File: config.mk
export PLATFORM = sky130hd
export DESIGN_NAME = sorted_timeout_queue
export DESIGN_NICKNAME = d
export VERILOG_FILES = /design/src/hdl/stq_pkg.sv /design/src/hdl/stq_front.sv /design/src/hdl/stq_back.sv /design/src/hdl/sorted_timeout_queue.sv
export VERILOG_INCLUDE_DIRS = /design/src /design/src/hdl
export SDC_FILE = /design/constraint.sdc
export NUM_CORES = 2
export LEC_CHECK = 0
export BUFFER_PORTS_ARGS = -buffer_cell sky130_fd_sc_hd__buf_2
export CAP_MARGIN = 20
export CORE_ASPECT_RATIO = 1.75
export CORE_MARGIN = 8
export CORE_UTILIZATION = 52
export CTS_CLUSTER_SIZE = 20
export DETAILED_ROUTE_END_ITERATION = 10
export GPL_TIMING_DRIVEN = 0
export PLACE_DENSITY_LB_ADDON = 0.12
export SYNTH_ARGS = -nofsm -noshare
export SYNTH_HDL_FRONTEND = slang
export SYNTH_SLANG_ARGS = --single-unit
File: constraint.sdc
create_clock -name i_clk -period 20.5 [get_ports i_clk]
set_input_delay 4.1 -clock i_clk [delete_from_list [all_inputs] [get_ports i_clk]]
set_output_delay 4.1 -clock i_clk [all_outputs]
set_load 0.005 [all_outputs]
File: src/hdl/assert_macros.svh
// Assertion macros for the RTL files; stq_back uses them.
`ifndef ASSERT_MACROS_SVH
`define ASSERT_MACROS_SVH
// Property checked on every clock edge outside reset.
`define ASSERT_CLK(label, clk, rst_n, prop, msg) \
    label: assert property (@(posedge clk) disable iff (!rst_n) (prop)) else $error(msg);
// Implication checked on every clock edge outside reset.
`define ASSERT_IMP(label, clk, rst_n, ante, cons, msg) \
    label: assert property (@(posedge clk) disable iff (!rst_n) (ante) |-> (cons)) \
        else $error(msg);
`endif

File: src/hdl/stq_pkg.sv
// Types and codes shared by the sorted timeout queue modules.
`default_nettype none
package stq_pkg;
    localparam logic [1:0] REQ_ADD    = 2'd0;
    localparam logic [1:0] REQ_CANCEL = 2'd1;
    localparam logic [1:0] REQ_TIME   = 2'd2;
    localparam logic [1:0] REQ_UNUSED = 2'd3;

    localparam logic [2:0] ST_ADDED     = 3'd0;
    localparam logic [2:0] ST_REPLACED  = 3'd1;
    localparam logic [2:0] ST_CANCELLED = 3'd2;
    localparam logic [2:0] ST_NOT_FOUND = 3'd3;
    localparam logic [2:0] ST_FULL      = 3'd4;
    localparam logic [2:0] ST_EXPIRED   = 3'd5;
    localparam logic [2:0] ST_NONE_DUE  = 3'd6;

    localparam int MAX_RESULTS = 16;

    typedef struct packed {
        logic [1:0]  req_type;
        logic [7:0]  callback_id;
        logic [15:0] context_id;
        logic [31:0] deadline;
        logic [31:0] now;
    } t_req;

    typedef struct packed {
        logic [2:0]  status;
        logic [7:0]  fired_callback;
        logic [15:0] fired_context;
        logic [31:0] fired_deadline;
        logic        last;
    } t_res;

    typedef enum logic [1:0] {
        S_IDLE,
        S_EXEC,
        S_EXPIRE
    } t_state;
endpackage
`default_nettype wire

File: src/hdl/stq_front.sv
// Request front end: accepts items, drops unused request types, two-entry queue.
`default_nettype none
module stq_front
    import stq_pkg::*;
(
    input  wire  i_clk,
    input  wire  i_rst_n,
    input  wire  i_valid,
    output logic o_ready,
    input  t_req i_req,
    output logic o_valid,
    input  wire  i_ready,
    output t_req o_req
);
    t_req       r_q [2];
    logic       r_wp, r_rp;
    logic [1:0] r_cnt;
    logic       w_in, w_out;

    assign o_ready = (r_cnt != 2'd2);
    assign w_in    = i_valid && o_ready && (i_req.req_type != REQ_UNUSED);
    assign o_valid = (r_cnt != 2'd0);
    assign w_out   = o_valid && i_ready;
    assign o_req   = r_q[r_rp];

    always_ff @(posedge i_clk) begin
        if (!i_rst_n) begin
            r_wp <= 1'b0;
            r_rp <= 1'b0;
            r_cnt <= 2'd0;
        end else begin
            if (w_in) r_wp <= ~r_wp;
            if (w_out) r_rp <= ~r_rp;
            r_cnt <= r_cnt + {1'b0, w_in} - {1'b0, w_out};
        end
    end

    always_ff @(posedge i_clk) begin
        if (w_in) r_q[r_wp] <= i_req;
    end
endmodule
`default_nettype wire

File: src/hdl/stq_back.sv
// Sorted shift-register table of timeouts and the request sequencer.
`default_nettype none
`include "assert_macros.svh"
module stq_back
    import stq_pkg::*;
#(
    parameter int SLOTS = 16
) (
    input  wire  i_clk,
    input  wire  i_rst_n,
    input  wire  i_valid,
    output logic o_ready,
    input  t_req i_req,
    output logic o_valid,
    input  wire  i_ready,
    output t_res o_res
);
    localparam int CW = $clog2(SLOTS + 1);
    localparam int RW = $clog2(MAX_RESULTS + 1);

    logic [7:0]  r_cb [SLOTS];
    logic [15:0] r_ctx [SLOTS];
    logic [31:0] r_dl [SLOTS];
    logic [CW-1:0] r_count;
    t_state r_state, n_state;
    t_req   r_req;
    t_res   r_res;
    logic   r_ovld;
    logic [RW-1:0] r_n;

    logic [SLOTS-1:0] w_match, w_le, w_vld;
    logic w_found, w_full, w_slot_free;
    logic w_take, w_oslot, w_do_exec, w_do_pop, w_due;
    logic w_last_pop;

    // Neighbor views of the cells and the per-cell insert controls.
    logic [SLOTS-1:0] w_sh, w_shp, w_lep, w_lp;
    logic [7:0]  w_ncb [SLOTS];
    logic [15:0] w_nctx [SLOTS];
    logic [31:0] w_ndl [SLOTS];
    logic [7:0]  w_pcb [SLOTS];
    logic [15:0] w_pctx [SLOTS];
    logic [31:0] w_pdl [SLOTS];
    logic [7:0]  w_hcb;
    logic [15:0] w_hctx;
    logic [31:0] w_hdl;

    assign w_oslot = !r_ovld || i_ready;

    always_comb begin
        for (int i = 0; i < SLOTS; i++) begin
            w_vld[i]   = (CW'(i) < r_count);
            w_match[i] = w_vld[i] && r_cb[i] == r_req.callback_id
                         && r_ctx[i] == r_req.context_id;
        end
    end
    assign w_found = |w_match;
    assign w_full  = (r_count == CW'(SLOTS));

    // Compute entries that stay ahead of the new one, before removing any match.
    logic [SLOTS-1:0] w_before;
    always_comb begin
        for (int i = 0; i < SLOTS; i++) begin
            w_before[i] = w_vld[i] && (r_dl[i] <= r_req.deadline);
        end
    end
    assign w_le = w_before;
    assign w_slot_free = w_found || !w_full;

    // w_sh: the matching entry sits at or below the cell, so the cell closes up.
    // w_lep: post-removal entry at this position stays ahead of the new one.
    always_comb begin
        for (int i = 0; i < SLOTS; i++) begin
            w_sh[i] = |(w_match & ((SLOTS'(2) << i) - SLOTS'(1)));
        end
        for (int i = 0; i < SLOTS - 1; i++) begin
            w_lep[i] = w_sh[i] ? w_le[i+1] : w_le[i];
        end
        w_lep[SLOTS-1] = w_sh[SLOTS-1] ? 1'b0 : w_le[SLOTS-1];
    end
    assign w_lp  = {w_lep[SLOTS-2:0], 1'b1};
    assign w_shp = {w_sh[SLOTS-2:0], 1'b0};

    always_comb begin
        for (int i = 0; i < SLOTS - 1; i++) begin
            w_ncb[i]  = r_cb[i+1];
            w_nctx[i] = r_ctx[i+1];
            w_ndl[i]  = r_dl[i+1];
        end
        w_ncb[SLOTS-1]  = r_cb[SLOTS-1];
        w_nctx[SLOTS-1] = r_ctx[SLOTS-1];
        w_ndl[SLOTS-1]  = r_dl[SLOTS-1];
        w_pcb[0]  = '0;
        w_pctx[0] = '0;
        w_pdl[0]  = '0;
        for (int i = 1; i < SLOTS; i++) begin
            w_pcb[i]  = r_cb[i-1];
            w_pctx[i] = r_ctx[i-1];
            w_pdl[i]  = r_dl[i-1];
        end
    end

    // Fields of the matching entry, keys are unique.
    always_comb begin
        w_hcb  = '0;
        w_hctx = '0;
        w_hdl  = '0;
        for (int i = 0; i < SLOTS; i++) begin
            if (w_match[i]) begin
                w_hcb  = r_cb[i];
                w_hctx = r_ctx[i];
                w_hdl  = r_dl[i];
            end
        end
    end

    assign w_due = (r_count != '0) && (r_dl[0] <= r_req.now);
    assign w_last_pop = (r_n == RW'(MAX_RESULTS - 1)) || !((r_count > CW'(1))
                        && (r_dl[1] <= r_req.now));

    assign o_ready = (r_state == S_IDLE);
    assign w_take  = i_valid && o_ready;

    always_comb begin
        n_state = r_state;
        case (r_state)
            S_IDLE:   if (w_take) n_state = S_EXEC;
            S_EXEC:   if (w_oslot) n_state = (r_req.req_type == REQ_TIME && w_due
                                              && !w_last_pop) ? S_EXPIRE : S_IDLE;
            S_EXPIRE: if (w_oslot && w_last_pop) n_state = S_IDLE;
            default:  n_state = S_IDLE;
        endcase
    end

    always_comb begin
        w_do_exec = (r_state == S_EXEC) && w_oslot;
        w_do_pop  = w_oslot && ((r_state == S_EXPIRE) ||
                    (w_do_exec && r_req.req_type == REQ_TIME && w_due));
    end

    always_ff @(posedge i_clk) begin
        if (!i_rst_n) begin
            r_state <= S_IDLE;
            r_ovld  <= 1'b0;
            r_count <= '0;
            r_n     <= '0;
        end else begin
            r_state <= n_state;
            if (w_do_pop || w_do_exec) r_ovld <= 1'b1;
            else if (i_ready) r_ovld <= 1'b0;
            if (w_take) r_n <= '0;
            if (w_do_pop) begin
                r_count <= r_count - CW'(1);
                r_n     <= r_n + RW'(1);
            end else if (w_do_exec) begin
                case (r_req.req_type)
                    REQ_ADD:    if (!w_found && !w_full) r_count <= r_count + CW'(1);
                    REQ_CANCEL: if (w_found) r_count <= r_count - CW'(1);
                    default:    r_count <= r_count;
                endcase
            end
        end
    end

    always_ff @(posedge i_clk) begin
        if (w_take) r_req <= i_req;
        if (w_do_pop) begin
            r_res <= '{ST_EXPIRED, r_cb[0], r_ctx[0], r_dl[0], w_last_pop};
            for (int i = 0; i < SLOTS - 1; i++) begin
                r_cb[i]  <= r_cb[i+1];
                r_ctx[i] <= r_ctx[i+1];
                r_dl[i]  <= r_dl[i+1];
            end
        end else if (w_do_exec) begin
            case (r_req.req_type)
                REQ_ADD: begin
                    if (!w_slot_free) begin
                        r_res <= '{ST_FULL, r_req.callback_id, r_req.context_id,
                                   r_req.deadline, 1'b1};
                    end else begin
                        r_res <= '{w_found ? ST_REPLACED : ST_ADDED, r_req.callback_id,
                                   r_req.context_id, r_req.deadline, 1'b1};
                        // Each cell: keep its post-removal entry, take the new one at
                        // its rank, or take the entry that sits one below.
                        for (int i = 0; i < SLOTS; i++) begin
                            if (w_lep[i]) begin
                                if (w_sh[i]) begin
                                    r_cb[i]  <= w_ncb[i];
                                    r_ctx[i] <= w_nctx[i];
                                    r_dl[i]  <= w_ndl[i];
                                end
                            end else if (w_lp[i]) begin
                                r_cb[i]  <= r_req.callback_id;
                                r_ctx[i] <= r_req.context_id;
                                r_dl[i]  <= r_req.deadline;
                            end else if (!w_shp[i]) begin
                                r_cb[i]  <= w_pcb[i];
                                r_ctx[i] <= w_pctx[i];
                                r_dl[i]  <= w_pdl[i];
                            end
                        end
                    end
                end
                REQ_CANCEL: begin
                    if (w_found) begin
                        r_res <= '{ST_CANCELLED, w_hcb, w_hctx, w_hdl, 1'b1};
                    end else begin
                        r_res <= '{ST_NOT_FOUND, r_req.callback_id, r_req.context_id,
                                   32'd0, 1'b1};
                    end
                    for (int i = 0; i < SLOTS - 1; i++) begin
                        if (w_sh[i]) begin
                            r_cb[i]  <= r_cb[i+1];
                            r_ctx[i] <= r_ctx[i+1];
                            r_dl[i]  <= r_dl[i+1];
                        end
                    end
                end
                default: r_res <= '{ST_NONE_DUE, 8'd0, 16'd0, 32'd0, 1'b1};
            endcase
        end
    end

    assign o_valid = r_ovld;
    assign o_res   = r_res;

    `ASSERT_CLK(a_count_range, i_clk, i_rst_n, r_count <= CW'(SLOTS), "count overflow")
    `ASSERT_IMP(a_key_unique, i_clk, i_rst_n, r_state == S_EXEC, $onehot0(w_match),
                "duplicate key in table")
    `ASSERT_IMP(a_hold, i_clk, i_rst_n, r_ovld && !i_ready, ##1 $stable(r_res),
                "result changed while stalled")
endmodule
`default_nettype wire

File: src/hdl/sorted_timeout_queue.sv
// Top level of the sorted timeout queue.
// Keeps up to TIMER_SLOTS timeouts sorted by deadline in a row of shift-register
// cells. A front queue of two items takes requests while the table engine works;
// request type 3 is dropped there without a result. The engine takes one item from
// the queue when idle and carries it out once the output register is free (compare
// and shift in all cells at once); it takes no new item before the last is done.
// Add, cancel and a time request with nothing due give one result each; a time
// request with k due entries (k up to 16) pops one entry per cycle while the output
// is free, earliest first. An item passes the front queue and the request register;
// its result waits in the output register while m_axis_tready is low and the engine
// waits with it; the input stalls once the front queue holds two items.
// s_axis_tuser bits, low first: req_type[1:0].
// s_axis_tdata bits, low first: callback_id[7:0], context_id[23:8],
// deadline[55:24], now[87:56].
// m_axis_tuser bits, low first: status[2:0].
// m_axis_tdata bits, low first: fired_callback[7:0], fired_context[23:8],
// fired_deadline[55:24]; tlast is last.
`default_nettype none
module sorted_timeout_queue
    import stq_pkg::*;
#(
    parameter int TIMER_SLOTS = 16
) (
    input  wire         i_clk,
    input  wire         i_rst_n,
    input  wire         s_axis_tvalid,
    output logic        s_axis_tready,
    input  wire  [87:0] s_axis_tdata,   // callback_id, context_id, deadline, now
    input  wire  [1:0]  s_axis_tuser,   // req_type
    output logic        m_axis_tvalid,
    input  wire         m_axis_tready,
    output logic [55:0] m_axis_tdata,   // fired_callback, fired_context, fired_deadline
    output logic [2:0]  m_axis_tuser,   // status
    output logic        m_axis_tlast
);
    t_req w_in, w_q;
    t_res w_res;
    logic w_qv, w_qr;

    assign w_in.req_type    = s_axis_tuser;
    assign w_in.callback_id = s_axis_tdata[7:0];
    assign w_in.context_id  = s_axis_tdata[23:8];
    assign w_in.deadline    = s_axis_tdata[55:24];
    assign w_in.now         = s_axis_tdata[87:56];

    stq_front u_front (
        .i_clk(i_clk), .i_rst_n(i_rst_n),
        .i_valid(s_axis_tvalid), .o_ready(s_axis_tready), .i_req(w_in),
        .o_valid(w_qv), .i_ready(w_qr), .o_req(w_q)
    );

    stq_back #(.SLOTS(TIMER_SLOTS)) u_back (
        .i_clk(i_clk), .i_rst_n(i_rst_n),
        .i_valid(w_qv), .o_ready(w_qr), .i_req(w_q),
        .o_valid(m_axis_tvalid), .i_ready(m_axis_tready), .o_res(w_res)
    );

    assign m_axis_tdata = {w_res.fired_deadline, w_res.fired_context,
                           w_res.fired_callback};
    assign m_axis_tuser = w_res.status;
    assign m_axis_tlast = w_res.last;
endmodule
`default_nettype wire
Word-level counts from Yosys, hierarchy flattened
Memory sizes are Yosys's and may differ from the RTL's. A register that Yosys moved wholly into a read port is not among the register bits. Cells that the tools add are included.

Reductions and logical operators: 96. Bitwise gates (word level): 185. Multiply operators: 0. Eq/ne operators: 45. Divide/modulo/power cells: 0. Shift operators: 0. Add/sub/neg operators: 5. Mux-type cells: 674. $lt $le $gt $ge: 35.

Operators by type and width (number): $mux W32 (77); $mux W16 (77); $mux W8 (77); $le A32 B32 Y1 (18); $mux W1 (426); $eq A16 B16 Y1 (16); $or A1 B1 Y1 (183); $eq A8 B8 Y1 (16); $pmux W60 S2 (1); $mux W57 (2); $logic_and A1 B1 Y1 (61); $mux W60 (1); $mux W58 (1); $lt A4 B5 Y1 const A (8); $mux W5 (6); $lt A3 B5 Y1 const A (4); $reduce_or A16 Y1 (1); $reduce_or A15 Y1 (1); $reduce_or A14 Y1 (1); $reduce_or A13 Y1 (1); $reduce_or A12 Y1 (1); $reduce_or A11 Y1 (1); $add A5 B1 Y5 const B (2); $lt A1 B5 Y1 const A (2); other kinds (33) (56).

Memories: 4. Input port bits: 94. Output and inout bits: 62. Latch bits: 0. RAM bits: 1076. Register bits after elaboration: 77. Memory bits (read-only): 0.

Memory list: u_back.r_dl (words 16, bits a word 32, read ports 16, clocked after Yosys merged registers in 0, write ports 16, line stq_back.sv:23) `logic [31:0] r_dl [SLOTS];`; u_back.r_ctx (words 16, bits a word 16, read ports 16, clocked after Yosys merged registers in 0, write ports 16, line stq_back.sv:22) `logic [15:0] r_ctx [SLOTS];`; u_front.r_q (words 2, bits a word 90, read ports 1, clocked after Yosys merged registers in 1, write ports 1, line stq_front.sv:15) `t_req r_q [2];`; u_back.r_cb (words 16, bits a word 8, read ports 16, clocked after Yosys merged registers in 0, write ports 16, line stq_back.sv:21) `logic [7:0] r_cb [SLOTS];`.

Logic depth before layout (Yosys ltp)
An unclocked memory read counts as a cell.

Word-level depth: 24. Mapped depth: 18.

Modules after synthesis
A second synthesis with hierarchy kept.

Cells, all modules: 7869. Area total of the unflattened synthesis: 82880.7 sq um.

Modules (own cells, without submodules): stq_back (cells an instance 7558, times used 1, area an instance 76081.7 sq um); stq_front (cells an instance 311, times used 1, area an instance 6799.0 sq um).

Worst setup path after synthesis
OpenSTA, ideal clock, no wires.

Kind: input to register. Start: input m_axis_tready. End: memory u_back.r_cb[12][0] (netlist: u_back.r_cb[3][0]), enable pin. Slack: 10.913 ns. Path buffers: 2. Data required time: 19.953 ns. Stages on the path: 8. Setup time: 0.547 ns. Arrival: 9.040 ns. Path through: nand2b_1 > and2_1 > nand2_1 > a21oi_2 > buf_4 > buf_2 > o21ai_0 > o21ai_0.

RTL lines: from (decl) (line sorted_timeout_queue.sv:31) `input wire m_axis_tready,`; to (decl) (line stq_back.sv:21).

==> reports/qor.yml <==
worst_setup_path:
  start_kind: "flop"
  path_cells: "clkbuf_1, inv_1, buf_16, ha_1, nand4_1, nor3_1, nand4_1, a31oi_1, mux2i_1, buf_6, nand3_1, buf_2, buf_2, o211ai_1, buf_4, buf_4, buf_4"
  required_ns: 21.04
  cp_data_arrival_time_ns: 8.82
  cp_common_cell: "buf_4"
  max_stage_delay_ns: 1.01
  cp-end-kind: "flop"
  critPathMaxFanout: 11
  crit_family: "buffers and inverters"
  worstSetupPathType: "flop to flop"
  critical_path.slowest_cell: "a31oi_1"
  path_buf_inv: 9
synthesis:
  synth_top_cell_by_area: "edfxtp_1"
  syn_nets: 8041
  syn_area_mm2: 0.0808
  yosysSeqAreaShare_pct: 45.9
  ys_seq_elements: 1243
  synth_edf_count: 1223
  async_reset_ff_share_pct: 0
  ys.flop_type: "edfxtp_1"
  yosysUniqueCellTypes: 94
  netlist_instances: 7363
  yosys_warnings: 0
  syn-mean-instance-area_um2: 11.0
  synth_top_cell_area_share_pct: 45.5
  synth_area_leaders: "edfxtp_1 (45%), ha_1 (9.0%), a2bb2oi_1 (5.3%)"
job:
  maxCapViolCount: 0
clocking:
  postCtsSetupBuffers: 0
  insertion_delay_ns: 0.84
  cts_tree: "yes"
  h-tree-depth: 3
  cts_root_buf: "clkbuf_16"
  cts_sinks: 1243
  cts.hold.buffers_added: 0
  clockBufferDepth: 3
  cts_resized: 0
  cts_buffers: 121
  cts.clk_slew.worst_paths_ns: 0.07
routing:
  first_pass_iters: 8
  vias: 75500
  routed_wl_um: 418000
  ant_nets: 0
  drc: 0
  drt-initial-drc-count: 11100
  wl_per_cell_um: 42.0
  via_per_inst: 7.58
floorplan:
  pin_count: 156
  die_x_um: 314
  start_util_pct: 52.3
  num_rows: 191
  core_area_mm2: 0.155
  dieArea_mm2: 0.169
  die_y_um: 537
grt:
  grt_max_degree: 67
  grt_pass1_vias: 72800
  grt_first_pass_wirelength_um: 573000
  grtUsageTotal_pct: 48.3
  gr-total-overflow: 0
  antenna_found_initial: 21
power:
  powerDensity_mw_per_mm2: 129
  totalPowerFinal_w: 0.0117
  vdd_drop_max_mv: 0.145
  p_leak_nw: 32.9
placement:
  hpwl_um: 329000
  port-buffer-count: 155
  gp_congestion: 1.10
  place_area_mm2: 0.0858
finish:
  final-seq-area_mm2: 0.0371
  fillCellCount: 13200
  final_area_mm2: 0.0911
  mostFrequentLayoutCells: "edfxtp_1 (1223), ha_1 (584), a2bb2oi_1 (487)"
  synthToLayoutAreaGrowth_pct: 12.7
  multiInputGateArea_mm2: 0.0404
  final_common_cell: "edfxtp_1"
  layout-drive-gt1-share_pct: 12.4
  nets: 8486
sta:
  relSlewSlack_pct: 6.68
  hold_viol: 0
  worst_pin_slew_ns: 1.39
  fin_crit_sh_pct: 40.4
  fin_skew_ns: 0.0789
  tns_ns: 0
  hold_ws_ns: 0.466
  fmax_mhz: 121
  drv_slew: 0
  setup_viol: 0
  period_needed_ns: 8.28
  rsz0062_at_grt: "false"
min_path:
  hold_class: "flop to flop"
status:
  run_status: "finished clean"
## layout make-up
| type | instances | share of cell area (%) |
|---|---|---|
| plain buffers | 651 | 3.15 |
| clock inverters | 98 | 1.42 |
| well taps | 2026 | 2.78 |
| flip-flops and latches | 1243 | 40.8 |
| inverters | 156 | 0.646 |
| repair buffers | 322 | 3.47 |
| multi-input cells | 5313 | 44.3 |
| diodes | 16 | 0.0440 |
| clock buffers | 131 | 3.37 |
## cell families (layout without fill, tap and decap cells)
family / Yosys count / after routing / synth area share, %
AOI/OAI and AO/OA: 2486 / 2486 / 22.4
other: 0 / 16 / 0
xor gates and xnor gates: 397 / 397 / 4.30
and+or+nand+nor: 1522 / 1522 / 9.65
muxes: 324 / 324 / 4.34
adders and majority gates: 584 / 584 / 9.04
DFF: 1243 / 1243 / 45.9
buffers and inverters: 807 / 1358 / 4.27
## per-stage QoR
step | instances | util [%] | worst slack (ns)
4_1_cts | 9886 | 58.3 | 12.84
3_5_place_dp | 9657 | 55.5 | 12.16
6_report | 9956 | 58.9 | 12.22
2_1_floorplan | 7363 | - | 10.91
5_1_grt | 9942 | 58.9 | 12.34
3_3_place_gp | 9544 | 54.4 | 5.74
## report_power, final
group	total, W	switching, W	internal, W	leakage (nW)
clock network	0.00253	0.00116	0.00137	2.08
logic	0.00532	0.00353	0.00179	19.5
registers	0.00389	0.000467	0.00343	11.3
## Yosys cell counts, types with 60 or more instances
library cell	number
clkbuf_1	417
nor3_1	171
inv_1	156
a21o_1	61
buf_2	128
nand2_1	217
mux2_2	164
nand3_1	96
o22ai_1	456
nand4_1	167
xor2_1	202
o21ai_0	216
buf_1	60
nor2_1	452
a2bb2oi_1	487
mux2i_1	119
edfxtp_1	1223
xnor2_1	195
ha_1	584
nor4_1	102
a21oi_1	410
a211oi_1	129
a22oi_1	60
o22a_1	228
## sequential cells by signal, summed over array words and instances, names as in the netlist
register and cells:
u_front.r_q 180, u_back.r_dl 512, u_front.r_cnt 2, u_back.r_req 90, u_front.r_wp 1, u_back.o_valid 1, u_back.r_count 5, u_back.r_cb 128
u_back.r_state 2, u_back.o_res 60, u_front.r_rp 1, u_back.r_ctx 256, u_back.r_n 5
## layer usage
layer	global-route usage (%)	wire length [µm]	share of wire [%]
met1	49.7	129000	31
met2	75.5	185000	44
met3	11.5	38500	9.2
met4	55.8	64300	15
met5	0	106	0.025
## path summary, 6_finish.rpt
kind	startpoint	to	slack [ns]	depth (start not counted)
worst max-delay path	u_back.r_req[61]	u_back.r_dl[1][41]	12.22	17
worst min-delay path	u_back.r_n[3]	u_back.r_n[3]	0.47	1
worst max register to register	u_back.r_req[61]	u_back.r_dl[1][41]	12.22	17
worst min register to register	u_back.r_n[3]	u_back.r_n[3]	0.47	1
Note: power is estimated with default switching activity, not from simulation.
